--- src/hdl/bac_pkg.sv ---
// ============================================================================
// bac_pkg
// Shared types and constants of the contiguous/chained block allocator:
// operation and status codes, controller states and the command/status
// bundles exchanged between controller and datapath.
// ============================================================================
package bac_pkg;

    // Pool size default and fixed field widths
    localparam int NUM_BLOCKS_DEF = 128;
    localparam int KIND_W         = 2;
    localparam int CNT_W          = 8;
    localparam int BLK_W          = 7;
    localparam int STAT_W         = 2;
    localparam int LINK_W         = 8;

    // End-of-chain marker and active_blocks reset value
    localparam logic [LINK_W-1:0] LINK_END   = 8'hFF;
    localparam logic [CNT_W-1:0]  ACT_RESET  = 8'd128;

    // Operation kinds
    typedef enum logic [KIND_W-1:0] {
        KIND_ALLOC_CONTIG = 2'd0,
        KIND_ALLOC_CHAIN  = 2'd1,
        KIND_FREE_RANGE   = 2'd2,
        KIND_FREE_CHAIN   = 2'd3
    } t_kind;

    // Result status codes
    typedef enum logic [STAT_W-1:0] {
        ST_DONE      = 2'd0,
        ST_NO_SPACE  = 2'd1,
        ST_BAD_START = 2'd2
    } t_status;

    // Controller states
    typedef enum logic [3:0] {
        S_CLEAR,
        S_IDLE,
        S_DECODE,
        S_FIT,
        S_MARK,
        S_COUNT,
        S_LINK,
        S_FREE,
        S_WALK_RD,
        S_WALK_WR,
        S_RESULT
    } t_ctl_state;

    // Datapath operations, one per cycle
    typedef enum logic [3:0] {
        DP_NOP,
        DP_CLEAR,
        DP_LOAD,
        DP_SCAN_INIT,
        DP_FIT,
        DP_COUNT,
        DP_LINK,
        DP_MARK_INIT,
        DP_MARK,
        DP_TERM,
        DP_FREE_INIT,
        DP_FREE,
        DP_WALK_INIT,
        DP_WALK_RD,
        DP_WALK_WR,
        DP_RESULT
    } t_dp_op;

    // Controller to datapath
    typedef struct packed {
        t_dp_op  op;
        t_status res;
    } t_dp_cmd;

    // Datapath to controller
    typedef struct packed {
        t_kind kind;
        logic  cnt_zero;
        logic  start_out;
        logic  clr_last;
        logic  hit;
        logic  scan_end;
        logic  enough;
        logic  mark_last;
        logic  free_done;
        logic  walk_done;
        logic  out_free;
    } t_dp_sts;

endpackage

--- src/hdl/bac_dpath.sv ---
// ============================================================================
// bac_dpath
// Allocator datapath: occupancy and link memories, scan/walk counters,
// configuration register and the output register.
// ============================================================================
module bac_dpath
    import bac_pkg::*;
#(
    parameter int NUM_BLOCKS = NUM_BLOCKS_DEF
) (
    input  logic              i_clk,
    input  logic              i_rst_n,
    input  logic              i_cfg_wr_en,
    input  logic [CNT_W-1:0]  i_cfg_wr_data,
    input  logic [KIND_W-1:0] i_kind,
    input  logic [CNT_W-1:0]  i_block_count,
    input  logic [BLK_W-1:0]  i_start_block,
    input  t_dp_cmd           i_cmd,
    output t_dp_sts           o_sts,
    output logic              o_valid,
    input  logic              i_stall,
    output logic [STAT_W-1:0] o_status,
    output logic [BLK_W-1:0]  o_first_block,
    output logic [CNT_W-1:0]  o_blocks_changed
);

    localparam int AW = (NUM_BLOCKS > 1) ? $clog2(NUM_BLOCKS) : 1;

    // Memories
    logic              occ_mem  [NUM_BLOCKS];
    logic [LINK_W-1:0] link_mem [NUM_BLOCKS];

    // Control registers
    logic [CNT_W-1:0] r_act;
    logic [AW-1:0]    r_clr;
    logic             r_out_valid;

    // Item and working registers
    t_kind            r_kind;
    logic [CNT_W-1:0] r_cnt;
    logic [BLK_W-1:0] r_start;
    logic [CNT_W-1:0] r_n;
    logic [CNT_W-1:0] r_idx;
    logic [CNT_W-1:0] r_ridx;
    logic             r_vld;
    logic [CNT_W-1:0] r_run;
    logic [CNT_W-1:0] r_begin;
    logic             r_hit;
    logic [CNT_W-1:0] r_nfree;
    logic [CNT_W-1:0] r_taken;
    logic [CNT_W-1:0] r_prev;
    logic [CNT_W-1:0] r_stop;
    logic [CNT_W-1:0] r_cur;
    logic [CNT_W-1:0] r_steps;
    logic [CNT_W-1:0] r_first_blk;
    logic [CNT_W-1:0] r_changed;
    logic             r_occ_q;
    logic [LINK_W-1:0] r_link_q;

    // Output register
    t_status          r_o_status;
    logic [BLK_W-1:0] r_o_first;
    logic [CNT_W-1:0] r_o_changed;

    // Combinational
    logic [CNT_W-1:0] pool;
    logic             issue;
    logic             is_scan;
    logic             blk_free;
    logic [CNT_W:0]   run_end;
    logic [CNT_W:0]   range_sum;
    logic [CNT_W-1:0] range_stop;
    logic [AW-1:0]    rd_addr;
    logic             occ_we;
    logic [AW-1:0]    occ_wa;
    logic             occ_wd;
    logic             link_we;
    logic [AW-1:0]    link_wa;
    logic [LINK_W-1:0] link_wd;

    // Pool size saturates at the memory depth
    assign pool = (int'(r_act) > NUM_BLOCKS) ? CNT_W'(NUM_BLOCKS) : r_act;

    assign is_scan  = (i_cmd.op == DP_FIT) || (i_cmd.op == DP_COUNT)
                   || (i_cmd.op == DP_LINK);
    assign issue    = r_idx < r_n;
    assign blk_free = r_vld && !r_occ_q;
    assign run_end  = {1'b0, r_begin} + {1'b0, r_cnt} - {{CNT_W{1'b0}}, 1'b1};
    assign range_sum  = {2'b00, r_start} + {1'b0, r_cnt};
    assign range_stop = (range_sum > {1'b0, r_n}) ? r_n : range_sum[CNT_W-1:0];
    assign rd_addr  = (i_cmd.op == DP_WALK_RD) ? AW'(r_cur) : AW'(r_idx);

    // Status to controller
    always_comb begin
        o_sts.kind      = r_kind;
        o_sts.cnt_zero  = (r_cnt == '0);
        o_sts.start_out = ({1'b0, r_start} >= r_n);
        o_sts.clr_last  = (r_clr == AW'(NUM_BLOCKS - 1));
        o_sts.hit       = r_hit;
        o_sts.scan_end  = !r_vld && !issue;
        o_sts.enough    = (r_nfree >= r_cnt);
        o_sts.mark_last = ({1'b0, r_idx} == run_end);
        o_sts.free_done = (r_idx >= r_stop);
        o_sts.walk_done = (r_cur == LINK_END) || (r_cur >= r_n) || (r_steps >= r_n);
        o_sts.out_free  = !r_out_valid || !i_stall;
    end

    // Memory write decode
    always_comb begin
        occ_we  = 1'b0;
        occ_wa  = AW'(r_idx);
        occ_wd  = 1'b0;
        link_we = 1'b0;
        link_wa = AW'(r_prev);
        link_wd = LINK_END;
        unique case (i_cmd.op)
            DP_CLEAR: begin
                occ_we  = 1'b1;
                occ_wa  = r_clr;
                link_we = 1'b1;
                link_wa = r_clr;
            end
            DP_MARK: begin
                occ_we = 1'b1;
                occ_wd = 1'b1;
            end
            DP_LINK: begin
                // claim the free block, link the previous one to it
                occ_we  = blk_free;
                occ_wa  = AW'(r_ridx);
                occ_wd  = 1'b1;
                link_we = blk_free && (r_taken != '0);
                link_wd = r_ridx;
            end
            DP_TERM: begin
                link_we = 1'b1;
            end
            DP_FREE: begin
                occ_we = (r_idx < r_stop);
            end
            DP_WALK_WR: begin
                occ_we  = 1'b1;
                occ_wa  = AW'(r_cur);
                link_we = 1'b1;
                link_wa = AW'(r_cur);
            end
            default: begin
            end
        endcase
    end

    // Memories with registered read
    always_ff @(posedge i_clk) begin
        if (occ_we) begin
            occ_mem[occ_wa] <= occ_wd;
        end
        if (link_we) begin
            link_mem[link_wa] <= link_wd;
        end
        r_occ_q  <= occ_mem[rd_addr];
        r_link_q <= link_mem[rd_addr];
    end

    // Control registers
    always_ff @(posedge i_clk) begin
        if (!i_rst_n) begin
            r_act       <= ACT_RESET;
            r_clr       <= '0;
            r_out_valid <= 1'b0;
        end else begin
            if (i_cfg_wr_en) begin
                r_act <= i_cfg_wr_data;
            end
            if (i_cmd.op == DP_CLEAR) begin
                r_clr <= r_clr + AW'(1);
            end
            if (i_cmd.op == DP_RESULT) begin
                r_out_valid <= 1'b1;
            end else if (!i_stall) begin
                r_out_valid <= 1'b0;
            end
        end
    end

    // Working registers
    always_ff @(posedge i_clk) begin
        // streaming scan: issue read at r_idx, evaluate block r_ridx
        if (is_scan) begin
            r_vld  <= issue;
            r_ridx <= r_idx;
            if (issue) begin
                r_idx <= r_idx + CNT_W'(1);
            end
        end else begin
            r_vld <= 1'b0;
        end

        unique case (i_cmd.op)
            DP_LOAD: begin
                r_kind      <= t_kind'(i_kind);
                r_cnt       <= i_block_count;
                r_start     <= i_start_block;
                r_n         <= pool;
                r_first_blk <= '0;
                r_changed   <= '0;
            end
            DP_SCAN_INIT: begin
                r_idx   <= '0;
                r_run   <= '0;
                r_hit   <= 1'b0;
                r_nfree <= '0;
                r_taken <= '0;
            end
            DP_FIT: begin
                // first-fit run tracking
                if (r_vld) begin
                    if (!r_occ_q) begin
                        if (r_run == '0) begin
                            r_begin <= r_ridx;
                        end
                        r_run <= r_run + CNT_W'(1);
                        if (r_run + CNT_W'(1) == r_cnt) begin
                            r_hit <= 1'b1;
                        end
                    end else begin
                        r_run <= '0;
                    end
                end
            end
            DP_COUNT: begin
                if (blk_free) begin
                    r_nfree <= r_nfree + CNT_W'(1);
                end
            end
            DP_LINK: begin
                if (blk_free) begin
                    if (r_taken == '0) begin
                        r_first_blk <= r_ridx;
                    end
                    r_prev  <= r_ridx;
                    r_taken <= r_taken + CNT_W'(1);
                    if (r_taken + CNT_W'(1) == r_cnt) begin
                        r_hit <= 1'b1;
                    end
                end
            end
            DP_MARK_INIT: begin
                r_idx       <= r_begin;
                r_first_blk <= r_begin;
                r_changed   <= r_cnt;
            end
            DP_MARK: begin
                r_idx <= r_idx + CNT_W'(1);
            end
            DP_TERM: begin
                r_changed <= r_cnt;
            end
            DP_FREE_INIT: begin
                r_idx     <= {1'b0, r_start};
                r_stop    <= range_stop;
                r_changed <= range_stop - {1'b0, r_start};
            end
            DP_FREE: begin
                if (r_idx < r_stop) begin
                    r_idx <= r_idx + CNT_W'(1);
                end
            end
            DP_WALK_INIT: begin
                r_cur   <= {1'b0, r_start};
                r_steps <= '0;
            end
            DP_WALK_WR: begin
                if (r_occ_q) begin
                    r_changed <= r_changed + CNT_W'(1);
                end
                r_cur   <= r_link_q;
                r_steps <= r_steps + CNT_W'(1);
            end
            DP_RESULT: begin
                r_o_status <= i_cmd.res;
                if (i_cmd.res == ST_DONE) begin
                    r_o_first   <= r_first_blk[BLK_W-1:0];
                    r_o_changed <= r_changed;
                end else begin
                    r_o_first   <= '0;
                    r_o_changed <= '0;
                end
            end
            default: begin
            end
        endcase
    end

    assign o_valid          = r_out_valid;
    assign o_status         = r_o_status;
    assign o_first_block    = r_o_first;
    assign o_blocks_changed = r_o_changed;

    // Marking stays inside the found run, which lies inside the pool
    a_mark_in_run: assert property (@(posedge i_clk) disable iff (!i_rst_n)
        (i_cmd.op == DP_MARK) |->
            (({1'b0, r_idx} <= run_end) && (run_end < {1'b0, r_n})))
        else $error("mark outside found run");

    // Linking never claims more blocks than requested
    a_link_count: assert property (@(posedge i_clk) disable iff (!i_rst_n)
        (i_cmd.op == DP_LINK) |-> (r_taken < r_cnt))
        else $error("chain longer than request");

    // Range free stays inside the active pool
    a_free_in_pool: assert property (@(posedge i_clk) disable iff (!i_rst_n)
        (i_cmd.op == DP_FREE && occ_we) |-> (r_idx < r_n))
        else $error("range free past pool end");

    // A failed operation reports no block and no change
    a_fail_zero: assert property (@(posedge i_clk) disable iff (!i_rst_n)
        (i_cmd.op == DP_RESULT && i_cmd.res != ST_DONE) |=>
            (o_first_block == '0 && o_blocks_changed == '0))
        else $error("failure result carries data");

endmodule

--- src/hdl/bac_ctrl.sv ---
// ============================================================================
// bac_ctrl
// Allocator controller: sequences the clearing pass, operation decode,
// scans, marking, linking, freeing walks and result hand-off.
// ============================================================================
module bac_ctrl
    import bac_pkg::*;
(
    input  logic    i_clk,
    input  logic    i_rst_n,
    input  logic    i_valid,
    output logic    o_stall,
    output t_dp_cmd o_cmd,
    input  t_dp_sts i_sts
);

    t_ctl_state r_state, n_state;
    t_status    r_res, n_res;

    // State register
    always_ff @(posedge i_clk) begin
        if (!i_rst_n) begin
            r_state <= S_CLEAR;
            r_res   <= ST_DONE;
        end else begin
            r_state <= n_state;
            r_res   <= n_res;
        end
    end

    // Next state and commands
    always_comb begin
        n_state   = r_state;
        n_res     = r_res;
        o_cmd.op  = DP_NOP;
        o_cmd.res = r_res;
        o_stall   = 1'b1;
        unique case (r_state)
            S_CLEAR: begin
                o_cmd.op = DP_CLEAR;
                if (i_sts.clr_last) begin
                    n_state = S_IDLE;
                end
            end
            S_IDLE: begin
                o_stall = 1'b0;
                if (i_valid) begin
                    o_cmd.op = DP_LOAD;
                    n_state  = S_DECODE;
                end
            end
            S_DECODE: begin
                unique case (i_sts.kind) inside
                    KIND_ALLOC_CONTIG, KIND_ALLOC_CHAIN: begin
                        if (i_sts.cnt_zero) begin
                            n_res   = ST_DONE;
                            n_state = S_RESULT;
                        end else begin
                            o_cmd.op = DP_SCAN_INIT;
                            n_state  = (i_sts.kind == KIND_ALLOC_CONTIG) ? S_FIT : S_COUNT;
                        end
                    end
                    KIND_FREE_RANGE: begin
                        if (i_sts.start_out) begin
                            n_res   = ST_BAD_START;
                            n_state = S_RESULT;
                        end else begin
                            o_cmd.op = DP_FREE_INIT;
                            n_state  = S_FREE;
                        end
                    end
                    default: begin
                        if (i_sts.start_out) begin
                            n_res   = ST_BAD_START;
                            n_state = S_RESULT;
                        end else begin
                            o_cmd.op = DP_WALK_INIT;
                            n_state  = S_WALK_RD;
                        end
                    end
                endcase
            end
            S_FIT: begin
                if (i_sts.hit) begin
                    o_cmd.op = DP_MARK_INIT;
                    n_state  = S_MARK;
                end else if (i_sts.scan_end) begin
                    n_res   = ST_NO_SPACE;
                    n_state = S_RESULT;
                end else begin
                    o_cmd.op = DP_FIT;
                end
            end
            S_MARK: begin
                o_cmd.op = DP_MARK;
                if (i_sts.mark_last) begin
                    n_res   = ST_DONE;
                    n_state = S_RESULT;
                end
            end
            S_COUNT: begin
                if (i_sts.scan_end) begin
                    if (i_sts.enough) begin
                        o_cmd.op = DP_SCAN_INIT;
                        n_state  = S_LINK;
                    end else begin
                        n_res   = ST_NO_SPACE;
                        n_state = S_RESULT;
                    end
                end else begin
                    o_cmd.op = DP_COUNT;
                end
            end
            S_LINK: begin
                if (i_sts.hit) begin
                    o_cmd.op = DP_TERM;
                    n_res    = ST_DONE;
                    n_state  = S_RESULT;
                end else begin
                    o_cmd.op = DP_LINK;
                end
            end
            S_FREE: begin
                if (i_sts.free_done) begin
                    n_res   = ST_DONE;
                    n_state = S_RESULT;
                end else begin
                    o_cmd.op = DP_FREE;
                end
            end
            S_WALK_RD: begin
                if (i_sts.walk_done) begin
                    n_res   = ST_DONE;
                    n_state = S_RESULT;
                end else begin
                    o_cmd.op = DP_WALK_RD;
                    n_state  = S_WALK_WR;
                end
            end
            S_WALK_WR: begin
                o_cmd.op = DP_WALK_WR;
                n_state  = S_WALK_RD;
            end
            S_RESULT: begin
                // wait for the output register to drain
                if (i_sts.out_free) begin
                    o_cmd.op = DP_RESULT;
                    n_state  = S_IDLE;
                end
            end
            default: begin
                n_state = S_IDLE;
            end
        endcase
    end

    // Result hand-off always returns to idle
    a_result_to_idle: assert property (@(posedge i_clk) disable iff (!i_rst_n)
        (r_state == S_RESULT && i_sts.out_free) |=> (r_state == S_IDLE))
        else $error("result not followed by idle");

    // Every walk update follows its memory read
    a_walk_order: assert property (@(posedge i_clk) disable iff (!i_rst_n)
        (r_state == S_WALK_WR) |-> ($past(r_state) == S_WALK_RD))
        else $error("walk update without read");

    // Datapath never starts a new result while the old one is stalled
    a_no_overwrite: assert property (@(posedge i_clk) disable iff (!i_rst_n)
        (o_cmd.op == DP_RESULT) |-> i_sts.out_free)
        else $error("result overwrite");

endmodule

--- src/hdl/block_allocator_contig_chain_top.sv ---
// ============================================================================
// block_allocator_contig_chain_top
// First-fit contiguous and linked block allocator over a pool of blocks,
// with an occupancy memory and a next-block link memory.
// ============================================================================
//
//  Channel  Direction  Handshake                 Payload
//  -------  ---------  ------------------------  ---------------------------------
//  cfg      in         i_cfg_wr_en               i_cfg_wr_data (active_blocks)
//  request  in         i_valid / o_stall         i_kind, i_block_count, i_start_block
//  result   out        o_valid / i_stall         o_status, o_first_block,
//                                                o_blocks_changed
//
//  One operation at a time; a scan reads one block per cycle from the
//  occupancy memory. Contiguous allocate: a first-fit pass, then marking
//  of the run. Chained allocate: a count pass, then a link pass. Range
//  free: one pass over the range. Chain free: a read and an update per block.
//  After reset a clearing pass over all NUM_BLOCKS entries holds o_stall high.
//  A new request is taken while the previous result waits in the output
//  register; i_stall only delays hand-off of the next result.
//
module block_allocator_contig_chain_top
    import bac_pkg::*;
#(
    parameter int NUM_BLOCKS = NUM_BLOCKS_DEF
) (
    input  logic              i_clk,
    input  logic              i_rst_n,
    input  logic              i_cfg_wr_en,
    input  logic [CNT_W-1:0]  i_cfg_wr_data,
    input  logic              i_valid,
    output logic              o_stall,
    input  logic [KIND_W-1:0] i_kind,
    input  logic [CNT_W-1:0]  i_block_count,
    input  logic [BLK_W-1:0]  i_start_block,
    output logic              o_valid,
    input  logic              i_stall,
    output logic [STAT_W-1:0] o_status,
    output logic [BLK_W-1:0]  o_first_block,
    output logic [CNT_W-1:0]  o_blocks_changed
);

    t_dp_cmd cmd;
    t_dp_sts sts;

    // Controller
    bac_ctrl u_ctrl (
        .i_clk   (i_clk),
        .i_rst_n (i_rst_n),
        .i_valid (i_valid),
        .o_stall (o_stall),
        .o_cmd   (cmd),
        .i_sts   (sts)
    );

    // Datapath
    bac_dpath #(
        .NUM_BLOCKS (NUM_BLOCKS)
    ) u_dpath (
        .i_clk            (i_clk),
        .i_rst_n          (i_rst_n),
        .i_cfg_wr_en      (i_cfg_wr_en),
        .i_cfg_wr_data    (i_cfg_wr_data),
        .i_kind           (i_kind),
        .i_block_count    (i_block_count),
        .i_start_block    (i_start_block),
        .i_cmd            (cmd),
        .o_sts            (sts),
        .o_valid          (o_valid),
        .i_stall          (i_stall),
        .o_status         (o_status),
        .o_first_block    (o_first_block),
        .o_blocks_changed (o_blocks_changed)
    );

endmodule

--- config.mk ---
export PLATFORM = sky130hd
export DESIGN_NAME = block_allocator_contig_chain_top
export DESIGN_NICKNAME = d
export VERILOG_FILES = /design/src/hdl/bac_pkg.sv /design/src/hdl/bac_dpath.sv /design/src/hdl/bac_ctrl.sv /design/src/hdl/block_allocator_contig_chain_top.sv
export SDC_FILE = /design/constraint.sdc
export NUM_CORES = 2
export LEC_CHECK = 0
export BUFFER_PORTS_ARGS = -buffer_cell sky130_fd_sc_hd__buf_2
export CORE_ASPECT_RATIO = 0.5
export CORE_UTILIZATION = 60
export DETAILED_ROUTE_END_ITERATION = 7
export PLACE_DENSITY = 0.76
export RECOVER_POWER = 25
export SYNTH_ARGS = -nofsm -noshare
export SYNTH_HDL_FRONTEND = slang
export SYNTH_HIERARCHICAL = 1
export SYNTH_SLANG_ARGS = --single-unit
--- constraint.sdc ---
create_clock -name i_clk -period 13.9 [get_ports i_clk]
set_input_delay 0 -clock i_clk [delete_from_list [all_inputs] [get_ports i_clk]]
set_output_delay 0 -clock i_clk [all_outputs]
set_load 0.1 [all_outputs]
Yosys cells after proc, flatten, opt, wreduce, memory -nomap -nowiden. Memories as Yosys holds them, arrays and structs flattened. A register that Yosys moved wholly into a read port is not among the register bits. Cells that the tools add are included.

Register bits after elaboration: 160. Bits in writable memories: 1152. Bits of input ports: 30. Output and inout port bits: 19. Logic and storage cells: 229. Memories kept: 2.

Memory list: u_dpath.link_mem (depth 128, bits a word 8, read ports 1, clocked after memory_dff 1, write ports 1, RTL line bac_dpath.sv:31) `logic [LINK_W-1:0] link_mem [NUM_BLOCKS];`; u_dpath.occ_mem (depth 128, bits a word 1, read ports 1, clocked after memory_dff 1, write ports 1, RTL line bac_dpath.sv:30) `logic occ_mem [NUM_BLOCKS];`.

$add $sub $neg: 11. $lt $le $gt $ge: 9. Eq/ne operators: 55. Mux-type cells: 82. Bitwise gates (word level): 1. Reduce and logical (&&, ||, !) cells: 43.

Operators with widths (number): 4-bit one-hot mux with 11 select lines (2); 8-bit two-way mux (10); 8-bit one-hot mux with 2 select lines (5); 4-bit two-way mux (19); 8-bit by 1-bit adder with 8-bit output (second input constant) (6); 4-bit equality test (second input constant) (11); 7-bit one-hot mux with 3 select lines (2); 8-bit one-hot mux with 5 select lines (1); 4-bit by 3-bit equality test with 1-bit output (second input constant) (8); 8-bit >= comparator (4); 2-bit two-way mux (16); 8-bit one-hot mux with 4 select lines (1); 2-bit != test (second input constant) (14); 8-bit logical NOT (3); 7-bit two-way mux (3); 4-bit by 2-bit equality test with 1-bit output (second input constant) (4); 8-bit equality test (2); 8-bit < comparator (2); 4-bit one-hot mux with 2 select lines (2); 2-bit one-hot mux with 7 select lines (1); 7-bit one-hot mux with 2 select lines (1); 1-bit two-way mux (13); 2-bit by 1-bit != test with 1-bit output (second input constant) (6); 11-bit AND reduction (1); 37 further kinds (64).

Longest topological paths before layout.
Depth after elaboration: 12. Gate-level depth with buffers: 28. Depth with buffers taken out: 25.

By module. The synthesis kept the hierarchy.

Modules (own cells, without submodules): bac_dpath (times used 1, cells each 3847, area an instance 55261.8 um^2, seq. area each 39147.5 um^2); bac_ctrl (times used 1, cells each 124, area an instance 865.8 um^2, seq. area each 120.1 um^2).

Least setup slack after synthesis. OpenSTA, ideal clock, no wires.

Path type: reg2reg. From: register u_dpath.r_start[0]. To: memory u_dpath.occ_mem[0] (data pin). Setup time: 0.826 ns. Arrival: 6.585 ns. Data required time: 13.074 ns. Setup slack: 6.489 ns. Stages on the path, launching flop included: 18. Path buffers: 1. Period minus slack after synthesis: 7.411 ns. Cells stage by stage: edfxtp_1 > inv_1 > ha_1 > nand2b_1 > a21o_1 > a21o_1 > a21o_1 > a21o_1 > a21o_1 > a21oi_1 > nor2_1 > nand2b_1 > o311ai_0 > buf_2 > nor2b_1 > nand2_1 > o21ai_0 > nor2b_1.

RTL lines: start: declaration (RTL line bac_dpath.sv:41) `logic [BLK_W-1:0] r_start;`; start signal: assignment (RTL line bac_dpath.sv:202) `r_start <= i_start_block;`; end: declaration (RTL line bac_dpath.sv:30).

==> impl_metrics.json <==
{
  "synth-xor-area-share_pct": 1.22,
  "finalInstanceArea_um2": 61800,
  "synth_compound_area_share_pct": 4.77,
  "clock_path_buffers": 3,
  "clk_transition_reported_paths_ps": 70,
  "fp.dieW_um": 435,
  "finalSetupViolCount": 0,
  "drt_iter0_markers": 5668,
  "grt_start_max_net_pins": 144,
  "die_h_um": 218,
  "grt_usage_pct": 34.2,
  "antenna_found_initial": 6,
  "synthSimpleGateAreaFrac_pct": 12.6,
  "cellPowerDensity_nw_per_um2": 174,
  "setup_ws_ps": 4990,
  "synthAdderAreaFrac_pct": 2.18,
  "grt_remaining_overflow": 0,
  "leakage_nw": 21.9,
  "fin_skew_ps": 44.8,
  "grt_pass1_wl_um": 233000,
  "core_um2": 91600,
  "slew_viol_final": 542,
  "gp_congestion": 1.00,
  "hp-start": "i_valid",
  "violations": "max-capacitance violations, max-slew violations",
  "synth_cells": 3971,
  "critPathCaptureType": "register",
  "wirelength_um": 160000,
  "yosys_warnings": 6,
  "port_buffers": 48,
  "synth_top_area_cell": "edfxtp_1",
  "syn_area_um2": 56100,
  "synth_edf_count": 1281,
  "yosysUniqueCellTypes": 80,
  "clkSinkCount": 1321,
  "drive_above_1_share_pct": 10.3,
  "grt_setup_unrepaired": "false",
  "synth_top_cells_by_area": "edfxtp_1 69%, mux4_2 5.7%, nand2_1 4.5%, nor2_1 2.4%, nand3_1 2.3%",
  "finalHoldViolCount": 0,
  "ant_nets": 0,
  "firstDrtPassIters": 6,
  "syn_nets": 4097,
  "synth_top_family_by_area": "simple AND/OR/NAND/NOR gates",
  "root_buffer": "clkbuf_16",
  "worstPathMaxFanout": 31,
  "pin_count": 49,
  "ir_drop_mv": 0.127,
  "drv_cap": 10,
  "cp.required_ps": 14240,
  "critPathLaunchType": "register",
  "tritoncts": "done",
  "final_cell_mix": "1281 x edfxtp_1, 677 x nand2_1, 355 x nor2_1",
  "cts_buffers": 110,
  "nets": 4186,
  "final_core_util_pct": 67.5,
  "syn_to_final_growth_pct": 10.1,
  "post-route-drc-count": 0,
  "start_util_pct": 61.2,
  "multi_input_area_um2": 15800,
  "fillers": 5943,
  "hold_path_class": "input pin to register",
  "worstSetupPathType": "register to register",
  "synthMuxAreaShare_pct": 7.22,
  "place_area_um2": 57700,
  "relSlewSlack_pct": -212,
  "ys_seq_area_share_pct": 70.0,
  "ys_ff_latch": 1321,
  "syn_avg_cell_area_um2": 14.1,
  "setup_tns_ps": 0,
  "r2r_start": "u_dpath/r_start[0]$_DFFE_PP_",
  "regArea_um2": 39300,
  "min_period_ps": 8910,
  "clk_latency_ps": 760,
  "fmax_mhz": 112,
  "cp.arrival_ps": 9250,
  "final_common_cell": "edfxtp_1",
  "post-synth-top-area-fraction_pct": 68.5,
  "pre_cts_ws_ps": 6090,
  "dp_hpwl_um": 102000,
  "rows": 78,
  "die_area_um2": 94800,
  "worstMarginPinSlew_ps": 4680,
  "whs_ps": 68.0,
  "outcome": "finished, violations left",
  "grt_pass1_vias": 34968,
  "via_per_inst": 6.73,
  "post_drt_wl_per_cell_um": 29.7,
  "route.vias.total": 36312,
  "startpoint": "u_dpath/r_start[0]$_DFFE_PP_",
  "yosys_most_used_dff": "edfxtp_1",
  "cts_setup_buffers": 0,
  "postSynth.asyncResetShare_pct": 0,
  "htreeDepth": 3,
  "timing.final.crit_share_pct": 64.1
}
state kept, by name, indices dropped and copies added (netlist names), 8 cells and up:
signal                    cells
u_dpath/r_changed             8
u_dpath/r_stop                8
u_dpath/o_blocks_changed      8
u_dpath/r_link_q              8
u_dpath/r_cur                 8
u_dpath/r_idx                 8
u_dpath/occ_mem             128
u_dpath/r_ridx                8
u_dpath/r_run                 8
u_dpath/r_begin               8
u_dpath/link_mem           1024
u_dpath/r_steps               8
u_dpath/r_taken               8
u_dpath/r_cnt                 8
u_dpath/r_n                   8
u_dpath/r_act                 8
u_dpath/r_nfree               8
kinds of logic (layout without fill, tap and decap cells):
family,after synthesis,count (layout)
simple gates,1585,1585
other cells,0,1
fa+ha+maj,96,96
mux,224,224
compound gates,396,396
flops,1321,1321
xor+xnor,78,78
buf+inv,271,452
worst max-delay path: stages, from the launching register on:
cell	delay (ps)
edfxtp_1	470
inv_1	140
ha_1	240
nand2b_1	160
a21o_1	190
a21o_1	180
a21o_1	170
a21o_1	170
a21o_1	160
a21oi_1	370
nor2_1	130
nand2b_1	210
o21ai_0	150
and3b_1	170
a21oi_1	40
o21ai_0	170
clkbuf_1	610
and4b_1	300
clkbuf_1	1210
nor2_1	450
nand2_1	220
nand2_1	120
a21oi_1	920
nand2_1	560
nor2_1	970
stage by stage:
| stage | std cells | total power [mW] |
|---|---|---|
| floorplan | 3971 | 6.45 |
| global placement | 5127 | 7.47 |
| detailed placement | 5127 | 7.52 |
| CTS | 5392 | 10.6 |
| global route | 5392 | 11.0 |
| finish | 5393 | 10.7 |
per-layer routing:
layer	vias up	part of all wire [%]	global-route usage, %
met4	6	5.4	16.1
li1	15089	-	-
met2	2941	45	51.7
met1	17774	35	44.9
met5	-	0.023	0
met3	502	15	11.4
synth_stat cells, drive strengths merged (12+ instances only):
cell / number
a21o: 35
a21oi: 91
a22oi: 43
a31oi: 56
a32o: 12
a32oi: 36
and2: 34
and3: 24
buf: 102
clkbuf: 90
dfxtp: 40
edfxtp: 1281
ha: 93
inv: 79
mux2: 12
mux2i: 69
mux4: 143
nand2: 677
nand2b: 32
nand3: 262
nand4: 54
nor2: 364
nor2b: 40
nor3: 35
nor4: 16
o211ai: 13
o21ai: 52
or3: 15
xnor2: 49
xor2: 29
cell type report:
class | instances | share of cell area (%)
flip-flops and latches | 1321 | 63.5
clock inverters | 71 | 1.16
repair buffers | 169 | 2.08
clock buffers | 133 | 4.64
diodes | 1 | 0.00405
well taps | 1240 | 2.51
multi-input cells | 2379 | 25.6
inverters | 79 | 0.484
path summary, 6_finish.rpt:
| path | cells past startpoint | slack (ps) | end |
|---|---|---|---|
| min | 6 | 70 | u_ctrl/r_state[3]$_SDFFE_PN0P_ |
| max | 24 | 4990 | u_dpath/link_mem[17][4]$_DFFE_PP_ |
| max reg2reg | 24 | 4990 | u_dpath/link_mem[17][4]$_DFFE_PP_ |
| min reg2reg | 0 | 480 | u_dpath/o_status[1]$_DFFE_PP_ |
timing repair:
action / 4_1_cts / 5_1_grt
endpoints found under the hold margin: 39 / 0
resized for setup: 0 / 0
hold buffers: 61 / 0
power breakdown:
part / internal (mW) / leakage, nW / total, mW / switching (mW)
clock network: 1.70 / 1.74 / 3.14 / 1.44
registers: 4.58 / 13.8 / 4.75 / 0.174
logic: 0.838 / 6.29 / 2.85 / 2.01
total: 7.11 / 21.9 / 10.7 / 3.62
No activity file was read; power rests on OpenSTA's default activity.
